`src/clcd_pkg.sv`:
```
// Shared types, codes and launch helpers for the character LCD refresh controller.
package clcd_pkg;

  localparam int LINE_CHARS_DEF = 16;
  localparam int WAIT_BITS_DEF  = 25;

  localparam int US_W  = 17;         // widest wait in microseconds fits here
  localparam int MUL_W = 8 + US_W;   // ticks_per_us times microseconds

  // Request codes on the action field
  localparam logic [2:0] ACT_TICK    = 3'd0;
  localparam logic [2:0] ACT_WRITE   = 3'd1;
  localparam logic [2:0] ACT_REFRESH = 3'd2;
  localparam logic [2:0] ACT_COMMAND = 3'd3;
  localparam logic [2:0] ACT_INIT    = 3'd4;

  // Configuration register indexes
  localparam logic [1:0] CFG_FOUR_BIT = 2'd0;
  localparam logic [1:0] CFG_TICKS    = 2'd1;
  localparam logic [1:0] CFG_STROBE   = 2'd2;

  localparam logic       FOUR_BIT_RST = 1'b1;
  localparam logic [7:0] TICKS_RST    = 8'd48;
  localparam logic [7:0] STROBE_RST   = 8'd12;

  // Controller command bytes
  localparam logic [7:0] CMD_CLEAR      = 8'h01;
  localparam logic [7:0] CMD_HOME       = 8'h02;
  localparam logic [7:0] CMD_SET_DDRAM  = 8'h80;
  localparam logic [7:0] LINE2_ADDR     = 8'h40;
  localparam logic [7:0] WAKE_WORD      = 8'h30;
  localparam logic [7:0] WAKE_FOUR_BIT  = 8'h20;
  localparam logic [7:0] FUNC_SET_4BIT  = 8'h28;
  localparam logic [7:0] FUNC_SET_8BIT  = 8'h38;
  localparam logic [7:0] CMD_DISP_OFF   = 8'h08;
  localparam logic [7:0] CMD_ENTRY_MODE = 8'h06;
  localparam logic [7:0] CMD_DISP_ON    = 8'h0C;

  localparam logic [3:0] INIT_IDLE = 4'hF;
  localparam logic [3:0] INIT_LAST = 4'd9;

  typedef enum logic [1:0] {
    WAIT_SHORT,   // 44 us
    WAIT_LONG,    // 1531 us after clear or home
    WAIT_WAKE,    // 100000 us after a wake word
    WAIT_SWITCH   // 10000 us after the switch to nibble mode
  } wait_kind_t;

  typedef enum logic [2:0] {
    PH_IDLE      = 3'd0,
    PH_HI_SETUP  = 3'd1,
    PH_HI_STROBE = 3'd2,
    PH_HI_HOLD   = 3'd3,
    PH_LO_SETUP  = 3'd4,
    PH_LO_STROBE = 3'd5,
    PH_LO_HOLD   = 3'd6,
    PH_WAIT      = 3'd7
  } phase_t;

  // word[9] is RS, word[7:0] is the byte
  typedef struct packed {
    logic [9:0] word;
    logic       single;
    wait_kind_t kind;
  } launch_t;

  typedef struct packed {
    logic    adv;
    logic    load;
    launch_t launch;
  } xfer_ctl_t;

  typedef struct packed {
    logic active;
    logic active_next;
    logic nibbles;
    logic wait_done;
  } xfer_stat_t;

  typedef struct packed {
    logic       rs;
    logic       e;
    logic [7:0] data;
  } pins_t;

  function automatic logic [US_W-1:0] wait_us(input wait_kind_t kind);
    logic [US_W-1:0] us;
    case (kind)
      WAIT_SHORT:  us = US_W'(44);
      WAIT_LONG:   us = US_W'(1531);
      WAIT_WAKE:   us = US_W'(100000);
      WAIT_SWITCH: us = US_W'(10000);
      default:     us = US_W'(44);
    endcase
    return us;
  endfunction

  function automatic launch_t cmd_launch(input logic [7:0] cmd);
    launch_t l;
    l.word   = {2'b00, cmd};
    l.single = 1'b0;
    l.kind   = (cmd == CMD_CLEAR || cmd == CMD_HOME) ? WAIT_LONG : WAIT_SHORT;
    return l;
  endfunction

  function automatic launch_t char_launch(input logic [7:0] ch);
    launch_t l;
    l.word   = {2'b10, ch};
    l.single = 1'b0;
    l.kind   = WAIT_SHORT;
    return l;
  endfunction

  function automatic launch_t init_launch(input logic [3:0] step, input logic nib);
    launch_t l;
    l = cmd_launch(CMD_DISP_ON);
    case (step)
      4'd0, 4'd1, 4'd2: begin
        l.word   = {2'b00, WAKE_WORD};
        l.single = 1'b1;
        l.kind   = WAIT_WAKE;
      end
      4'd3: begin
        l.word   = {2'b00, WAKE_FOUR_BIT};
        l.single = 1'b1;
        l.kind   = WAIT_SWITCH;
      end
      4'd4:    l = cmd_launch(nib ? FUNC_SET_4BIT : FUNC_SET_8BIT);
      4'd5:    l = cmd_launch(CMD_DISP_OFF);
      4'd6:    l = cmd_launch(CMD_CLEAR);
      4'd7:    l = cmd_launch(CMD_ENTRY_MODE);
      4'd8:    l = cmd_launch(CMD_SET_DDRAM);
      default: l = cmd_launch(CMD_DISP_ON);
    endcase
    return l;
  endfunction

endpackage

```
`src/clcd_ram.sv`:
```
// Generic single-write, single-read RAM with registered read data.
module clcd_ram #(
  parameter int WIDTH = 8,
  parameter int DEPTH = 32
) (
  input  logic                     clk,
  input  logic                     wr_en,
  input  logic [$clog2(DEPTH)-1:0] wr_addr,
  input  logic [WIDTH-1:0]         wr_data,
  input  logic [$clog2(DEPTH)-1:0] rd_addr,
  output logic [WIDTH-1:0]         rd_data
);

  logic [WIDTH-1:0] mem [DEPTH];

  always_ff @(posedge clk) begin
    if (wr_en) begin
      mem[wr_addr] <= wr_data;
    end
    rd_data <= mem[rd_addr];
  end

endmodule

```
`src/clcd_text.sv`:
```
// Text store: RAM plus per-entry valid bits so unwritten characters read as zero.
module clcd_text #(
  parameter int DEPTH = 32
) (
  input  logic                     clk,
  input  logic                     rst,
  input  logic                     wr_en,
  input  logic [$clog2(DEPTH)-1:0] wr_addr,
  input  logic [7:0]               wr_data,
  input  logic [$clog2(DEPTH)-1:0] rd_addr,
  output logic [7:0]               rd_char
);

  logic [DEPTH-1:0] valid;
  logic             rd_valid;
  logic [7:0]       rd_data;

  clcd_ram #(
    .WIDTH(8),
    .DEPTH(DEPTH)
  ) u_ram (
    .clk     (clk),
    .wr_en   (wr_en),
    .wr_addr (wr_addr),
    .wr_data (wr_data),
    .rd_addr (rd_addr),
    .rd_data (rd_data)
  );

  always_ff @(posedge clk) begin
    if (rst) begin
      valid    <= '0;
      rd_valid <= 1'b0;
    end else begin
      if (wr_en) begin
        valid[wr_addr] <= 1'b1;
      end
      rd_valid <= valid[rd_addr];
    end
  end

  assign rd_char = rd_valid ? rd_data : 8'h00;

endmodule

```
`src/clcd_xfer.sv`:
```
// Bus transfer engine: setup, strobe and hold phases per nibble or byte, then the wait.
module clcd_xfer #(
  parameter int WAIT_BITS = clcd_pkg::WAIT_BITS_DEF
) (
  input  logic                   clk,
  input  logic                   rst,
  input  logic                   four_bit_mode,
  input  logic [7:0]             ticks_per_us,
  input  logic [7:0]             strobe_ticks,
  input  clcd_pkg::xfer_ctl_t    ctl,
  output clcd_pkg::pins_t        pins_next,
  output clcd_pkg::xfer_stat_t   stat
);
  import clcd_pkg::*;

  localparam int EXT_W = (WAIT_BITS > MUL_W) ? WAIT_BITS : MUL_W;

  phase_t               phase, phase_next;
  logic [7:0]           strobe_count, strobe_count_next;
  logic [WAIT_BITS-1:0] wait_count, wait_count_next;
  logic [9:0]           pending_word, pending_word_next;
  logic                 nibbles, nibbles_next;
  logic                 single, single_next;
  wait_kind_t           kind, kind_next;
  pins_t                pins;

  logic                 strobe_expired;
  logic                 wait_expired;
  logic [MUL_W-1:0]     product;
  logic [EXT_W-1:0]     product_ext;
  logic [WAIT_BITS-1:0] wait_load;

  assign strobe_expired = strobe_count <= 8'd1;
  assign wait_expired   = wait_count <= WAIT_BITS'(1);

  // Wait length in cycles, saturated to the counter
  assign product     = MUL_W'(ticks_per_us) * MUL_W'(wait_us(kind));
  assign product_ext = EXT_W'(product);
  assign wait_load   = (product_ext > EXT_W'({WAIT_BITS{1'b1}})) ? {WAIT_BITS{1'b1}}
                                                                 : product_ext[WAIT_BITS-1:0];

  // Next phase
  always_comb begin
    phase_next = phase;
    if (ctl.load) begin
      phase_next = PH_HI_SETUP;
    end else if (ctl.adv) begin
      case (phase)
        PH_IDLE:      phase_next = PH_IDLE;
        PH_WAIT:      if (wait_expired) phase_next = PH_IDLE;
        PH_HI_SETUP:  if (strobe_expired) phase_next = PH_HI_STROBE;
        PH_HI_STROBE: if (strobe_expired) phase_next = PH_HI_HOLD;
        PH_HI_HOLD: begin
          if (strobe_expired) begin
            phase_next = (nibbles && !single) ? PH_LO_SETUP : PH_WAIT;
          end
        end
        PH_LO_SETUP:  if (strobe_expired) phase_next = PH_LO_STROBE;
        PH_LO_STROBE: if (strobe_expired) phase_next = PH_LO_HOLD;
        PH_LO_HOLD:   if (strobe_expired) phase_next = PH_WAIT;
        default:      phase_next = PH_IDLE;
      endcase
    end
  end

  // Counters, captured word and pin levels
  always_comb begin
    strobe_count_next = strobe_count;
    wait_count_next   = wait_count;
    pending_word_next = pending_word;
    nibbles_next      = nibbles;
    single_next       = single;
    kind_next         = kind;
    pins_next         = pins;
    if (ctl.load) begin
      pending_word_next = ctl.launch.word;
      nibbles_next      = four_bit_mode;
      single_next       = ctl.launch.single;
      kind_next         = ctl.launch.kind;
      strobe_count_next = strobe_ticks;
      pins_next.rs      = ctl.launch.word[9];
      pins_next.e       = 1'b0;
      pins_next.data    = four_bit_mode ? {ctl.launch.word[7:4], 4'h0} : ctl.launch.word[7:0];
    end else if (ctl.adv) begin
      if (phase == PH_WAIT) begin
        wait_count_next = wait_expired ? '0 : wait_count - WAIT_BITS'(1);
      end else if (phase != PH_IDLE) begin
        if (!strobe_expired) begin
          strobe_count_next = strobe_count - 8'd1;
        end else begin
          strobe_count_next = strobe_ticks;
          pins_next.e = (phase_next == PH_HI_STROBE) || (phase_next == PH_LO_STROBE);
          if (phase_next == PH_LO_SETUP) begin
            pins_next.data = {pending_word[3:0], 4'h0};
          end
          if (phase_next == PH_WAIT) begin
            wait_count_next = wait_load;
          end
        end
      end
    end
  end

  always_ff @(posedge clk) begin
    if (rst) begin
      phase        <= PH_IDLE;
      strobe_count <= '0;
      wait_count   <= '0;
      pending_word <= '0;
      nibbles      <= 1'b1;
      single       <= 1'b0;
      kind         <= WAIT_SHORT;
      pins         <= '0;
    end else if (ctl.load || ctl.adv) begin
      phase        <= phase_next;
      strobe_count <= strobe_count_next;
      wait_count   <= wait_count_next;
      pending_word <= pending_word_next;
      nibbles      <= nibbles_next;
      single       <= single_next;
      kind         <= kind_next;
      pins         <= pins_next;
    end
  end

  assign stat.active      = phase != PH_IDLE;
  assign stat.active_next = phase_next != PH_IDLE;
  assign stat.nibbles     = nibbles;
  assign stat.wait_done   = ctl.adv && (phase == PH_WAIT) && wait_expired;

endmodule

```
`src/char_lcd_refresh_controller.sv`:
```
// Top level of the character LCD refresh controller: handshake, sequencing and text store.
//
// Each input item is one clock tick of bus timing or one request (write a text
// character, start a refresh, send a command, start the init sequence), and each
// item yields exactly one result: the RS/RW/E/D7..D0 levels after that tick, a
// busy flag and whether the request was taken. One item is taken per clock while
// in_stall is low; its result is registered in the output register, and in_stall
// rises only while that register is full and the consumer stalls it. The 2*LINE_CHARS
// text store is a synchronous RAM with a registered read; during a refresh the next
// character is read ahead while the current transfer is still strobing, so a
// refresh step never waits on the memory. Valid bits per entry make the store read
// as zero after reset, so there is no clearing pass. Configuration writes belong in
// idle periods only; the mode is latched at each load, wait and strobe lengths are
// taken as transfers run. Bus timing counts accepted items, not raw clock cycles.
module char_lcd_refresh_controller #(
  parameter int LINE_CHARS = clcd_pkg::LINE_CHARS_DEF,
  parameter int WAIT_BITS  = clcd_pkg::WAIT_BITS_DEF
) (
  input  logic       clk,
  input  logic       rst,
  // configuration
  input  logic       cfg_write_en,
  input  logic [1:0] cfg_index,
  input  logic [7:0] cfg_data,
  // input channel
  input  logic       in_valid,
  output logic       in_stall,
  input  logic [2:0] action,
  input  logic [4:0] char_index,
  input  logic [7:0] char_value,
  input  logic [7:0] command_byte,
  // output channel
  output logic       out_valid,
  input  logic       out_stall,
  output logic       rs_pin,
  output logic       rw_pin,
  output logic       enable_pin,
  output logic [7:0] data_pins,
  output logic       busy_res,
  output logic       accepted
);
  import clcd_pkg::*;

  localparam int TEXT_DEPTH = 2 * LINE_CHARS;
  localparam int ADDR_W     = $clog2(TEXT_DEPTH);
  localparam int SEQ_LEN    = TEXT_DEPTH + 2;   // also the idle value
  localparam int SEQ_W      = $clog2(SEQ_LEN + 1);

  // Configuration registers
  logic       four_bit_mode;
  logic [7:0] ticks_per_us;
  logic [7:0] strobe_ticks;

  // Sequencer state
  logic [SEQ_W-1:0] refresh_step, refresh_step_next;
  logic [3:0]       init_step, init_step_next;

  logic              acc;
  logic              refreshing;
  logic              init_run;
  logic              busy;
  logic              idx_ok;
  logic              took;
  logic              req;
  logic [SEQ_W-1:0]  step_inc;
  logic [3:0]        init_inc;
  logic [ADDR_W-1:0] rd_addr;
  logic [7:0]        next_char;
  xfer_ctl_t         ctl;
  xfer_stat_t        stat;
  pins_t             pins_next;
  logic              busy_next;

  // Handshake: hold off input only while a result waits and is stalled
  assign acc      = in_valid && !in_stall;
  assign in_stall = out_valid && out_stall;

  always_ff @(posedge clk) begin
    if (rst) begin
      four_bit_mode <= FOUR_BIT_RST;
      ticks_per_us  <= TICKS_RST;
      strobe_ticks  <= STROBE_RST;
    end else if (cfg_write_en) begin
      case (cfg_index)
        CFG_FOUR_BIT: four_bit_mode <= cfg_data[0];
        CFG_TICKS:    ticks_per_us  <= cfg_data;
        CFG_STROBE:   strobe_ticks  <= cfg_data;
        default:      ;
      endcase
    end
  end

  assign refreshing = refresh_step != SEQ_W'(SEQ_LEN);
  assign init_run   = init_step != INIT_IDLE;
  assign busy       = stat.active || refreshing || init_run;
  assign idx_ok     = 32'(char_index) < 32'(TEXT_DEPTH);

  // Decide whether the request is taken; text writes only collide with a refresh
  always_comb begin
    case (action)
      ACT_WRITE:                         took = !refreshing && idx_ok;
      ACT_REFRESH, ACT_COMMAND, ACT_INIT: took = !busy;
      default:                           took = 1'b0;
    endcase
  end

  // A taken refresh, command or init launches its first transfer instead of a tick
  assign req     = took && (action != ACT_WRITE);
  assign ctl.adv = acc && !req;

  assign step_inc = refresh_step + SEQ_W'(1);
  assign init_inc = (!stat.nibbles && init_step == 4'd2) ? 4'd4 : init_step + 4'd1;

  // Launch selection and sequence advance
  always_comb begin
    refresh_step_next = refresh_step;
    init_step_next    = init_step;
    ctl.load          = 1'b0;
    ctl.launch        = cmd_launch(CMD_SET_DDRAM);
    if (acc && req) begin
      ctl.load = 1'b1;
      case (action)
        ACT_REFRESH: begin
          refresh_step_next = '0;
          ctl.launch        = cmd_launch(CMD_SET_DDRAM);
        end
        ACT_COMMAND: ctl.launch = cmd_launch(command_byte);
        ACT_INIT: begin
          init_step_next = 4'd0;
          ctl.launch     = init_launch(4'd0, four_bit_mode);
        end
        default: ctl.load = 1'b0;
      endcase
    end else if (stat.wait_done) begin
      if (refreshing) begin
        refresh_step_next = step_inc;
        if (step_inc != SEQ_W'(SEQ_LEN)) begin
          ctl.load = 1'b1;
          if (step_inc == SEQ_W'(LINE_CHARS + 1)) begin
            ctl.launch = cmd_launch(CMD_SET_DDRAM | LINE2_ADDR);
          end else begin
            ctl.launch = char_launch(next_char);
          end
        end
      end else if (init_run) begin
        if (init_inc > INIT_LAST) begin
          init_step_next = INIT_IDLE;
        end else begin
          init_step_next = init_inc;
          ctl.load       = 1'b1;
          ctl.launch     = init_launch(init_inc, stat.nibbles);
        end
      end
    end
  end

  always_ff @(posedge clk) begin
    if (rst) begin
      refresh_step <= SEQ_W'(SEQ_LEN);
      init_step    <= INIT_IDLE;
    end else if (acc) begin
      refresh_step <= refresh_step_next;
      init_step    <= init_step_next;
    end
  end

  // Read ahead the character for the step after the current one; the store
  // cannot change while a refresh runs
  always_comb begin
    if (refresh_step < SEQ_W'(LINE_CHARS)) begin
      rd_addr = ADDR_W'(refresh_step);
    end else if (refresh_step <= SEQ_W'(TEXT_DEPTH)) begin
      rd_addr = ADDR_W'(refresh_step - SEQ_W'(1));
    end else begin
      rd_addr = '0;
    end
  end

  clcd_text #(
    .DEPTH(TEXT_DEPTH)
  ) u_text (
    .clk     (clk),
    .rst     (rst),
    .wr_en   (acc && took && action == ACT_WRITE),
    .wr_addr (ADDR_W'(char_index)),
    .wr_data (char_value),
    .rd_addr (rd_addr),
    .rd_char (next_char)
  );

  clcd_xfer #(
    .WAIT_BITS(WAIT_BITS)
  ) u_xfer (
    .clk           (clk),
    .rst           (rst),
    .four_bit_mode (four_bit_mode),
    .ticks_per_us  (ticks_per_us),
    .strobe_ticks  (strobe_ticks),
    .ctl           (ctl),
    .pins_next     (pins_next),
    .stat          (stat)
  );

  assign busy_next = stat.active_next || (refresh_step_next != SEQ_W'(SEQ_LEN)) ||
                     (init_step_next != INIT_IDLE);

  // Output register: capture each result on transfer in, drop it once taken
  always_ff @(posedge clk) begin
    if (rst) begin
      out_valid <= 1'b0;
    end else if (acc) begin
      out_valid <= 1'b1;
    end else if (!out_stall) begin
      out_valid <= 1'b0;
    end
  end

  always_ff @(posedge clk) begin
    if (acc) begin
      rs_pin     <= pins_next.rs;
      enable_pin <= pins_next.e;
      data_pins  <= pins_next.data;
      busy_res   <= busy_next;
      accepted   <= took;
    end
  end

  // Writes only; the bus is never read
  assign rw_pin = 1'b0;

  a_busy_refused: assert property (@(posedge clk) disable iff (rst)
    acc && busy && (action == ACT_REFRESH || action == ACT_COMMAND || action == ACT_INIT)
    |=> !accepted)
    else $error("launch request taken while busy");

  a_refresh_range: assert property (@(posedge clk) disable iff (rst)
    refresh_step <= SEQ_W'(SEQ_LEN))
    else $error("refresh step out of range");

  a_init_range: assert property (@(posedge clk) disable iff (rst)
    init_step <= INIT_LAST || init_step == INIT_IDLE)
    else $error("init step out of range");

  a_one_sequence: assert property (@(posedge clk) disable iff (rst)
    !(refreshing && init_run))
    else $error("refresh and init running together");

  a_seq_needs_xfer: assert property (@(posedge clk) disable iff (rst)
    acc && stat.wait_done && refreshing && step_inc != SEQ_W'(SEQ_LEN) |=> stat.active)
    else $error("refresh step advanced without launching a transfer");

endmodule

```
`config.mk`:
```
export PLATFORM = sky130hd
export DESIGN_NAME = char_lcd_refresh_controller
export DESIGN_NICKNAME = d
export VERILOG_FILES = /design/src/clcd_pkg.sv /design/src/clcd_ram.sv /design/src/clcd_text.sv /design/src/clcd_xfer.sv /design/src/char_lcd_refresh_controller.sv
export SDC_FILE = /design/constraint.sdc
export NUM_CORES = 1
export LEC_CHECK = 0
export BUFFER_PORTS_ARGS = -buffer_cell sky130_fd_sc_hd__buf_2
export CORE_MARGIN = 8
export CORE_UTILIZATION = 50
export DETAILED_ROUTE_END_ITERATION = 7
export PLACE_DENSITY = 0.77
export SLEW_MARGIN = 30
export SYNTH_ARGS = -nofsm -noshare
export SYNTH_HDL_FRONTEND = slang
export SYNTH_HIERARCHICAL = 1
export SYNTH_SLANG_ARGS = --single-unit
export TNS_END_PERCENT = 20
```
`constraint.sdc`:
```
create_clock -name clk -period 6.3 [get_ports clk]
set_input_delay 0.63 -clock clk [delete_from_list [all_inputs] [get_ports clk]]
set_output_delay 0.63 -clock clk [all_outputs]
set_load 0.02 [all_outputs]
```
==> impl_metrics.env, run 1 <==
export IMPL_status="completed"
export IMPL_wl_per_cell_um=21.0
export IMPL_tns_ns=0
export IMPL_ant_nets=0
export IMPL_regToRegSetupSlack_ns=0.52
export IMPL_seqPwrFrac=0.482
export IMPL_diodes=0
export IMPL_synth_area_per_cell_um2=12.1
export IMPL_grt_usage=0.197
export IMPL_synth_ff_type="edfxtp_1"
export IMPL_crit_buf_inv=2
export IMPL_grt_max_degree=94
export IMPL_fin_nets=1953
export IMPL_die_x_um=221
export IMPL_p_int_mw=4.42
export IMPL_cp_cell_sequence="inv_1, ha_1, and2_1, and2_1, and2_1, a21oi_1, and3_1, and3_1, and4_1, nand2_1, o211ai_1, buf_4, a311o_1, nand3_1, or4_1, or3_1, a2111o_1"
export IMPL_hold_buffers=0
export IMPL_crit_fanout=20
export IMPL_drtIter0Drc=1076
export IMPL_drt_wl_total_um=49000
export IMPL_p_clk_frac=0.424
export IMPL_r2r_start="refresh_step[0]$_SDFFE_PP0P_"
export IMPL_clk_latency_ns=0.58
export IMPL_postCtsResizedCells=0
export IMPL_drv_slew=0
export IMPL_placedCellCount=2263
export IMPL_switchingPower_mw=1.41
export IMPL_synthArstFlopShare=0
export IMPL_rr_endpoint="busy_res$_DFFE_PP_"
export IMPL_cp_data_required_time_ns=6.61
export IMPL_reg2reg_depth=17
export IMPL_place_congestion=0.859
export IMPL_cts_tree="yes"
export IMPL_crit_path_end_kind="flop"
export IMPL_core_area_mm2=0.0418
export IMPL_clkTransAtPathRegs_ns=0.06
export IMPL_hpwl_um=33100
export IMPL_startpoint="refresh_step[0]$_SDFFE_PP0P_"
export IMPL_stdcell_count=2340
export IMPL_max_slew_margin=0.354
export IMPL_portBuffers=52
export IMPL_synth_fp_nets=1930
export IMPL_ys_seq_area_frac=0.499
export IMPL_combPwrFrac=0.095
export IMPL_crit_path_start_kind="flop"
export IMPL_period_share=0.917
export IMPL_yosys_cell_count_top_type="edfxtp_1"
export IMPL_grt_pass1_vias=14079
export IMPL_crit_type="flop to flop"
export IMPL_htree_num_levels=2
export IMPL_gr_total_overflow=0
export IMPL_power_density_mw_per_mm2=251
export IMPL_die_h_um=221
export IMPL_critPathTopFamily="simple AND/OR/NAND/NOR gates"
export IMPL_vias=14130
export IMPL_ir_worst_vdd_v=0.000293
export IMPL_ys_seq_elements=391
export IMPL_clock_path_buffers=3
export IMPL_switching_share=0.242
export IMPL_drive_above_1_share=0.141
export IMPL_ys_warn_count=6
export IMPL_tightest_slew_ns=0.961
export IMPL_crit_path_max_incr_delay_ns=0.59
export IMPL_std_cell_rows=75
export IMPL_grt_pass1_wl_um=77800
export IMPL_syn_inst=1745
export IMPL_slowest_stage="dfxtp_1"
export IMPL_cap_violations=0
export IMPL_clock_fmax_mhz=173
export IMPL_setup_worst_path_end="busy_res$_DFFE_PP_"
export IMPL_leakagePower_nw=8.78
export IMPL_antenna_found_initial=2
export IMPL_setup_viol=0
export IMPL_synth_area_leader_cell="edfxtp_1"
export IMPL_yosys_top_cells_count="edfxtp_1, nor2_1, dfxtp_1"
export IMPL_cts_buffers=41
export IMPL_die_area_mm2=0.0489
export IMPL_viasPerCell=6.04
export IMPL_synth_area_mm2=0.0211
export IMPL_drc=0
export IMPL_ios=54
export IMPL_cts_setup_buffers=0
export IMPL_arrival_ns=6.09
export IMPL_synth_area_leaders="edfxtp_1, dfxtp_1, mux4_2"
export IMPL_area_growth_pct=10.2
export IMPL_yosysUniqueCellTypes=86
export IMPL_hp_class="primary input to flop"
export IMPL_cts_root_buf="clkbuf_16"
export IMPL_synth_top_cell_area_share=0.382
export IMPL_start_util=0.504
export IMPL_rsz0062_at_grt="false"
export IMPL_crit_top_cell="and2_1"
export IMPL_period_needed_ns=5.78
export IMPL_first_pass_iters=6
export IMPL_finClkSkew_ns=0.0171
export IMPL_cts_sinks=391
export IMPL_cp_depth=17
export IMPL_synth_edf_count=268
export IMPL_hold_viol=0
[layer usage]
metal | global-route usage | vias up | wire, µm
met3 | 0.0352 | 101 | 2890
met1 | 0.258 | 7033 | 20700
met4 | 0.0725 | 4 | 1610
met5 | 0 | - | 27
met2 | 0.327 | 518 | 23800
li1 | - | 6474 | -
[cells by family after synthesis]
kind of cell    Yosys count  share of synthesized area
simple gates            536                      0.130
fa+ha+maj               146                      0.110
xor+xnor                 28                     0.0116
other cells               1                   0.000178
compound gates          310                     0.0948
mux                     127                      0.114
buf+inv                 206                     0.0405
flops                   391                      0.499
[registers in the layout (all words and copies together) (netlist names), 2 cells and up]
signal,flops
u_xfer/pins,10
ticks_per_us,8
u_xfer/wait_count,25
strobe_ticks,8
u_text/u_ram/mem,256
data_pins,8
init_step,4
u_text/u_ram/rd_data,8
u_xfer/strobe_count,8
u_text/valid,32
u_xfer/kind,2
u_xfer/phase,3
u_xfer/pending_word,4
refresh_step,6
[power by group through the flow]
stage	clock network (mW)	logic [mW]	registers, mW
after floorplan	0	0.374	2.86
after global placement	0	0.526	2.86
after detailed placement	0	0.536	2.86
after CTS	2.51	0.541	2.81
after global routing	2.61	0.609	2.81
final	2.47	0.551	2.81
[how the worst min path moves through the flow]
stage          slack [ns]  depth (start not counted)                          start                            end
4_1_cts              0.26                          3                       in_valid         out_valid$_SDFFE_PP0P_
5_1_grt              0.29                          3                       in_valid         out_valid$_SDFFE_PP0P_
3_3_place_gp         0.44                          2   u_text/valid[5]$_SDFFE_PP0P_   u_text/valid[5]$_SDFFE_PP0P_
3_5_place_dp         0.45                          2   u_text/valid[1]$_SDFFE_PP0P_   u_text/valid[1]$_SDFFE_PP0P_
6_report             0.31                          3                       in_valid         out_valid$_SDFFE_PP0P_
2_1_floorplan        0.43                          2  u_text/valid[17]$_SDFFE_PP0P_  u_text/valid[17]$_SDFFE_PP0P_
[metrics by stage]
stage               hold slack [ns]  utilization  power (mW)  instance area [µm²]  setup WS [ns]
global placement              0.438        0.520        3.39                21700          0.730
finish                        0.307        0.556        5.83                23200          0.522
global route                  0.290        0.556        6.02                23200         0.0944
CTS                           0.265        0.554        5.86                23200          0.608
floorplan                     0.428            -        3.23                21100          0.818
detailed placement            0.449        0.521        3.40                21800          0.648
[final cells by class]
type | instances | area, µm²
Timing Repair Buffer | 65 | 424
Clock buffer | 53 | 1120
Clock inverter | 23 | 267
Tap cell | 539 | 674
Sequential cell | 391 | 10500
Multi-Input combinational cell | 1148 | 9750
Fill cell | 3272 | 18600
Inverter | 121 | 454
[cell usage in the layout (no fill, tap or decap), drive strengths merged, types with 17 or more instances in the layout]
cell / n
dfxtp: 123
a21oi: 101
fa: 65
mux2i: 29
a31oi: 20
mux4: 87
edfxtp: 268
ha: 81
o21ai: 67
inv: 124
nand3b: 17
nor2: 173
and3: 18
nand3: 33
nor2b: 29
nand2: 93
clkbuf: 53
and2: 61
buf: 65
nor3: 34
[worst register-to-register path: cells and delay by family (launching register included)]
family | cells | cell delay, ns
compound gates | 4 | 1.29
fa+ha+maj | 1 | 0.22
buf+inv | 2 | 0.53
flops | 1 | 0.59
simple gates | 10 | 2.89
Note: power is estimated with default switching activity, not from simulation.
==> run 2, diff against run 1 <==
CELL_PAD_IN_SITES_DETAIL_PLACEMENT = 0   (was not set)
CELL_PAD_IN_SITES_GLOBAL_PLACEMENT = 2   (was not set)
CORE_UTILIZATION = 44   (was 50)
REMOVE_ABC_BUFFERS = 1   (was not set)
==> run 2 against run 1 <==
  * Sequential cell count stayed put
  * Largest cell class unchanged
  * Routed wire length grew 3.6%
  * Combinational power fell by 0.7%
  * Total power down 0.36%
  * Via count is 3.3% lower
  * Utilization down 6.5 points
  * Critical path depth unchanged
  * Highest routed layer is now met4
==> impl_metrics.env, run 2 (synthesis results as in run 1) <==
export IMPL_status="completed"
export IMPL_crit_path_end_kind="flop"
export IMPL_grt_pass1_vias=13898
export IMPL_grt_usage=0.183
export IMPL_cap_violations=0
export IMPL_rsz0062_at_grt="false"
export IMPL_antenna_found_initial=0
export IMPL_regToRegSetupSlack_ns=0.48
export IMPL_cts_sinks=391
export IMPL_clock_path_buffers=3
export IMPL_clkTransAtPathRegs_ns=0.06
export IMPL_die_area_mm2=0.0551
export IMPL_wl_met3_um=2020
export IMPL_cts_buffers=42
export IMPL_tightest_slew_ns=0.981
export IMPL_crit_path_max_incr_delay_ns=0.59
export IMPL_finClkSkew_ns=0.0222
export IMPL_first_pass_iters=4
export IMPL_cts_tree="yes"
export IMPL_slowest_stage="dfxtp_1"
export IMPL_placed_cell_area_mm2=0.0219
export IMPL_power_density_mw_per_mm2=249
export IMPL_crit_buf_inv=2
export IMPL_period_needed_ns=5.82
export IMPL_grt_max_degree=58
export IMPL_wl_met1_um=23200
export IMPL_cts_setup_buffers=0
export IMPL_cts_root_buf="clkbuf_16"
export IMPL_core_area_mm2=0.0474
export IMPL_clk_latency_ns=0.58
export IMPL_pre_cts_ws_ns=0.344
export IMPL_largest_register="u_text/u_ram/mem"
export IMPL_setup_viol=0
export IMPL_crit_path_start_kind="flop"
export IMPL_largest_reg_flops=256
export IMPL_post_route_cell_area_mm2=0.0233
export IMPL_drc=0
export IMPL_crit_type="flop to flop"
export IMPL_nFillCells=4272
export IMPL_wl_per_cell_um=21.0
export IMPL_clock_fmax_mhz=172
export IMPL_area_growth_pct=10.6
export IMPL_total_power_mw=5.80
export IMPL_drt_wl_total_um=50800
export IMPL_cp_data_required_time_ns=6.62
export IMPL_hpwl_um=35900
export IMPL_placedCellCount=2342
export IMPL_max_slew_margin=0.344
export IMPL_critPathTopFamily="simple AND/OR/NAND/NOR gates"
export IMPL_ir_worst_vdd_v=0.000256
export IMPL_ant_nets=0
export IMPL_hold_viol=0
export IMPL_finalWorstSetupSlack_ns=0.478
export IMPL_stdcell_count=2420
export IMPL_cp_cell_sequence="inv_1, ha_1, and2_1, and2_1, and2_1, a21oi_2, and3_1, and3_1, and4_1, nand2_1, o211ai_1, buf_4, a311o_1, nand3_1, or4_1, or3_1, a2111o_1"
export IMPL_highest_signal_layer="met4"
export IMPL_htree_num_levels=2
export IMPL_portBuffers=52
export IMPL_min_from="in_valid"
export IMPL_min_to="out_valid$_SDFFE_PP0P_"
export IMPL_viasPerCell=5.65
export IMPL_r2r_start="refresh_step[0]$_SDFFE_PP0P_"
export IMPL_rr_endpoint="busy_res$_DFFE_PP_"
export IMPL_hp_class="primary input to flop"
export IMPL_arrival_ns=6.14
export IMPL_tns_ns=0
export IMPL_place_congestion=0.814
export IMPL_top_regs="u_text/u_ram/mem x256, u_text/valid x32, u_xfer/wait_count x25"
export IMPL_min_path_cells=3
export IMPL_crit_top_cell="and2_1"
export IMPL_ios=54
export IMPL_start_util=0.444
export IMPL_diodes=0
export IMPL_drv_slew=0
export IMPL_drive_above_1_share=0.139
export IMPL_fin_nets=1956
export IMPL_gr_total_overflow=0
export IMPL_drtIter0Drc=836
export IMPL_die_x_um=235
export IMPL_period_share=0.924
export IMPL_std_cell_rows=80
export IMPL_crit_fanout=20
export IMPL_vias=13663
export IMPL_wl_met2_um=24300
export IMPL_grt_pass1_wl_um=80900
export IMPL_die_h_um=235
export IMPL_reg2reg_depth=17
export IMPL_final_cell_mix="edfxtp_1, nor2_1, dfxtp_1, inv_1, a21oi_1"
export IMPL_final_common_cell="edfxtp_1"
export IMPL_leakagePower_nw=8.78
[run 2: cell types whose count changed in the layout (fill, tap and decap cells not counted), moves of 2 or more]
cell and change:
buf_4 +5, buf_6 -3, clkbuf_8 -3, clkinv_1 +8, clkinvlp_4 -2, inv_16 -2
[run 2: how the worst max path moves through the flow]
stage | cells after the start | start | slack, ns | end
finish | 17 | refresh_step[0]$_SDFFE_PP0P_ | 0.48 | busy_res$_DFFE_PP_
global route | 17 | refresh_step[0]$_SDFFE_PP0P_ | 0.18 | busy_res$_DFFE_PP_
CTS | 17 | refresh_step[0]$_SDFFE_PP0P_ | 0.30 | busy_res$_DFFE_PP_
detailed placement | 17 | refresh_step[0]$_SDFFE_PP0P_ | 0.34 | busy_res$_DFFE_PP_
global placement | 17 | u_xfer/phase[2]$_SDFFE_PP0N_ | 0.30 | busy_res$_DFFE_PP_
floorplan | 17 | refresh_step[0]$_SDFFE_PP0P_ | 0.59 | busy_res$_DFFE_PP_
[run 2: where the power goes]
part,internal (mW),leakage (nW),switching [mW]
registers,2.77,3.42,0.0340
logic,0.195,4.69,0.352
clock network,1.42,0.666,1.03
[run 2: cell type report]
cell class,instances,area (µm²),share of cell area
inverter,121,454,0.0195
clock inverter,28,270,0.0116
sequential,391,10500,0.452
timing repair buffer,67,420,0.0181
tap,615,769,0.0331
multi-input combinational,1148,9750,0.419
clock buffer,50,1100,0.0474
[run 2: routing by layer]
metal  track usage  up-vias
met2         0.300      264
met4        0.0607        0
met1         0.246     6875
met5             0        -
met3        0.0289       69
li1              -     6455
[run 2: timing repair]
item / CTS / global route
hold buffers: 0 / 0
endpoints found under the setup margin: 0 / 1
gates resized for setup: 0 / 1
[run 2: per-stage QoR]
stage               hold WS (ns)   util
finish                     0.292  0.491
floorplan                  0.428      -
detailed placement         0.449  0.461
global placement           0.440  0.461
CTS                        0.263  0.490
global route               0.309  0.491
[run 2: worst reg2reg max path, stage by stage (launching register included)]
cell	delay (ns)
dfxtp_1	0.59
inv_1	0.18
ha_1	0.22
and2_1	0.22
and2_1	0.24
and2_1	0.20
a21oi_2	0.42
and3_1	0.32
and3_1	0.50
and4_1	0.34
nand2_1	0.14
o211ai_1	0.18
buf_4	0.37
a311o_1	0.29
nand3_1	0.13
or4_1	0.56
or3_1	0.36
a2111o_1	0.30
==> run 3, diff against run 2 <==
CORE_UTILIZATION = 42   (was 44)
SYNTH_HIERARCHICAL = not set   (was 1)
==> run 3 against run 2 <==
  * Combinational power is 73% higher
  * Clock power grew 14%
  * Via count grew 12%
  * Sequential share of layout area shrank 0.82 points
  * Maximum frequency down 2.1%
  * Sequential cell count decreased by 1
  * Largest power group unchanged
  * Non-clock buffer count rose by 13
  * Cell area up 1.6%
  * Register-to-register slack got worse by 0.12 ns
  * Largest cell class unchanged
  * Sequential power barely moved
==> impl_metrics.env, run 3 <==
export IMPL_status="completed"
export IMPL_grt_pass1_wl_um=88100
export IMPL_die_x_um=240
export IMPL_cp_data_required_time_ns=6.79
export IMPL_wl_met2_um=28600
export IMPL_drive_above_1_share=0.0990
export IMPL_gr_total_overflow=0
export IMPL_cts_buffers=45
export IMPL_crit_type="flop to flop"
export IMPL_leakagePower_nw=8.95
export IMPL_finClkSkew_ns=0.0295
export IMPL_nFillCells=4694
export IMPL_drc=0
export IMPL_ys_seq_elements=390
export IMPL_clk_latency_ns=0.59
export IMPL_area_growth_pct=12.2
export IMPL_wl_per_cell_um=20.4
export IMPL_synth_area_mm2=0.0211
export IMPL_synthArstFlopShare=0
export IMPL_seq_area_mm2=0.0105
export IMPL_wl_met1_um=24400
export IMPL_drv_slew=0
export IMPL_hpwl_um=38300
export IMPL_yosys_cell_count_top_type="edfxtp_1"
export IMPL_top_regs="u_text.u_ram.mem x256, u_text.valid x32, u_xfer.wait_count x25"
export IMPL_max_slew_margin=0.337
export IMPL_place_congestion=0.827
export IMPL_stdcell_count=2784
export IMPL_clkTransAtPathRegs_ns=0.06
export IMPL_synth_top_cell_area_share=0.382
export IMPL_portBuffers=52
export IMPL_ant_nets=0
export IMPL_multi_input_area_mm2=0.00975
export IMPL_diodes=0
export IMPL_hold_viol=0
export IMPL_synth_area_leader_cell="edfxtp_1"
export IMPL_r2r_start="u_xfer.kind[0]$_SDFFE_PP0P_"
export IMPL_tightest_slew_ns=0.991
export IMPL_std_cell_rows=82
export IMPL_final_cell_mix="edfxtp_1, nand2_1, nor2_1, inv_1, dfxtp_1"
export IMPL_min_from="in_valid"
export IMPL_cts_root_buf="clkbuf_16"
export IMPL_cap_violations=0
export IMPL_yosys_top_cells_count="edfxtp_1, nand2_1, nor2_1"
export IMPL_crit_path_end_kind="flop"
export IMPL_vias=15238
export IMPL_synth_area_leaders="edfxtp_1, dfxtp_1, fa_1"
export IMPL_reg2reg_depth=21
export IMPL_core_area_mm2=0.0499
export IMPL_synth_edf_count=268
export IMPL_regToRegSetupSlack_ns=0.36
export IMPL_antenna_found_initial=1
export IMPL_largest_register="u_text.u_ram.mem"
export IMPL_grt_pass1_vias=14998
export IMPL_first_pass_iters=7
export IMPL_synth_ff_type="edfxtp_1"
export IMPL_period_share=0.944
export IMPL_rr_endpoint="u_xfer.wait_count[23]$_SDFFE_PP0P_"
export IMPL_yosysUniqueCellTypes=82
export IMPL_clock_path_buffers=3
export IMPL_hp_class="primary input to flop"
export IMPL_setup_worst_path_end="u_xfer.wait_count[23]$_SDFFE_PP0P_"
export IMPL_startpoint="u_xfer.kind[0]$_SDFFE_PP0P_"
export IMPL_ys_warn_count=0
export IMPL_arrival_ns=6.43
export IMPL_ys_seq_area_frac=0.497
export IMPL_crit_fanout=7
export IMPL_crit_path_start_kind="flop"
export IMPL_drtIter0Drc=950
export IMPL_pre_cts_ws_ns=0.189
export IMPL_ir_worst_vdd_v=0.000249
export IMPL_htree_num_levels=2
export IMPL_viasPerCell=5.47
export IMPL_grt_max_degree=77
export IMPL_finish_utilization=0.475
export IMPL_ios=54
export IMPL_largest_reg_flops=256
export IMPL_grt_usage=0.197
export IMPL_clock_fmax_mhz=168
export IMPL_power_density_mw_per_mm2=277
export IMPL_cts_sinks=390
export IMPL_total_power_mw=6.56
export IMPL_finalWorstSetupSlack_ns=0.355
export IMPL_die_area_mm2=0.0576
export IMPL_start_util=0.423
export IMPL_placedCellCount=2700
export IMPL_hold_buffers=0
export IMPL_rsz0062_at_grt="false"
export IMPL_tns_ns=0
export IMPL_syn_inst=2068
export IMPL_drt_wl_total_um=56800
export IMPL_cts_tree="yes"
export IMPL_synth_area_per_cell_um2=10.2
export IMPL_wl_met3_um=1850
export IMPL_setup_viol=0
export IMPL_fin_nets=2260
export IMPL_period_needed_ns=5.94
export IMPL_highest_signal_layer="met4"
export IMPL_final_common_cell="edfxtp_1"
export IMPL_die_h_um=240
-- run 3: cell families after synthesis --
family,after synthesis,share of synthesized area
adder cells (fa/ha/maj),146,0.110
buffers and inverters,248,0.0454
other,1,0.000178
flip-flops,390,0.497
XOR/XNOR,34,0.0141
AND/OR/NAND/NOR,761,0.173
multiplexers,17,0.00807
AO/OA/AOI/OAI,471,0.152
-- run 3: layout make-up --
type | count | share of cell area
Clock buffer | 58 | 0.0518
Clock inverter | 26 | 0.0154
Inverter | 128 | 0.0203
Multi-Input combinational cell | 1430 | 0.412
Sequential cell | 390 | 0.443
Tap cell | 672 | 0.0355
Timing Repair Buffer | 80 | 0.0216
-- run 3: worst min-delay path by stage --
| stage | end | depth (start not counted) |
|---|---|---|
| 3_5_place_dp | u_xfer.pending_word[3]$_SDFFE_PP0P_ | 2 |
| 2_1_floorplan | u_xfer.pending_word[0]$_SDFFE_PP0P_ | 2 |
| 6_report | out_valid$_SDFFE_PP0P_ | 3 |
| 4_1_cts | out_valid$_SDFFE_PP0P_ | 3 |
| 5_1_grt | out_valid$_SDFFE_PP0P_ | 3 |
| 3_3_place_gp | u_text.valid[5]$_SDFFE_PP0P_ | 2 |
-- run 3: report_power, final --
group          internal, mW  switching (mW)  total [mW]
registers              2.78          0.0472        2.83
clock network          1.68            1.11        2.79
logic                 0.320           0.624       0.944
total                  4.78            1.78        6.56
-- run 3: critical path, cell delays in order, from the launching register on --
cell,delay (ns)
dfxtp_1,0.45
inv_1,0.12
ha_1,0.23
nor2_1,0.25
buf_4,0.20
nor2b_1,0.05
fa_1,0.46
fa_1,0.52
fa_1,0.55
inv_1,0.06
fa_1,0.54
inv_1,0.05
ha_1,0.34
and3_1,0.16
a221o_1,0.40
a211oi_2,0.31
nor2_1,0.09
o221ai_1,0.24
o21ai_0,0.16
xnor2_1,0.14
or4_1,0.39
a31oi_1,0.16
-- run 3: repair_timing --
action | in CTS | in global routing
resized for setup | 0 | 1
buffers inserted | 0 | 0
endpoints found under the setup margin | 0 | 1
-- run 3: layer usage --
layer / GRT usage / vias to the layer above
met5: 0 / -
met4: 0.0752 / 0
met3: 0.0236 / 95
met2: 0.344 / 266
met1: 0.247 / 7501
li1: - / 7376
-- run 3: stage by stage --
stage               area (µm²)  hold WS, ns
floorplan                20600        0.430
global placement         22000        0.442
detailed placement       22000        0.447
CTS                      23600        0.232
global route             23700        0.254
finish                   23700        0.259
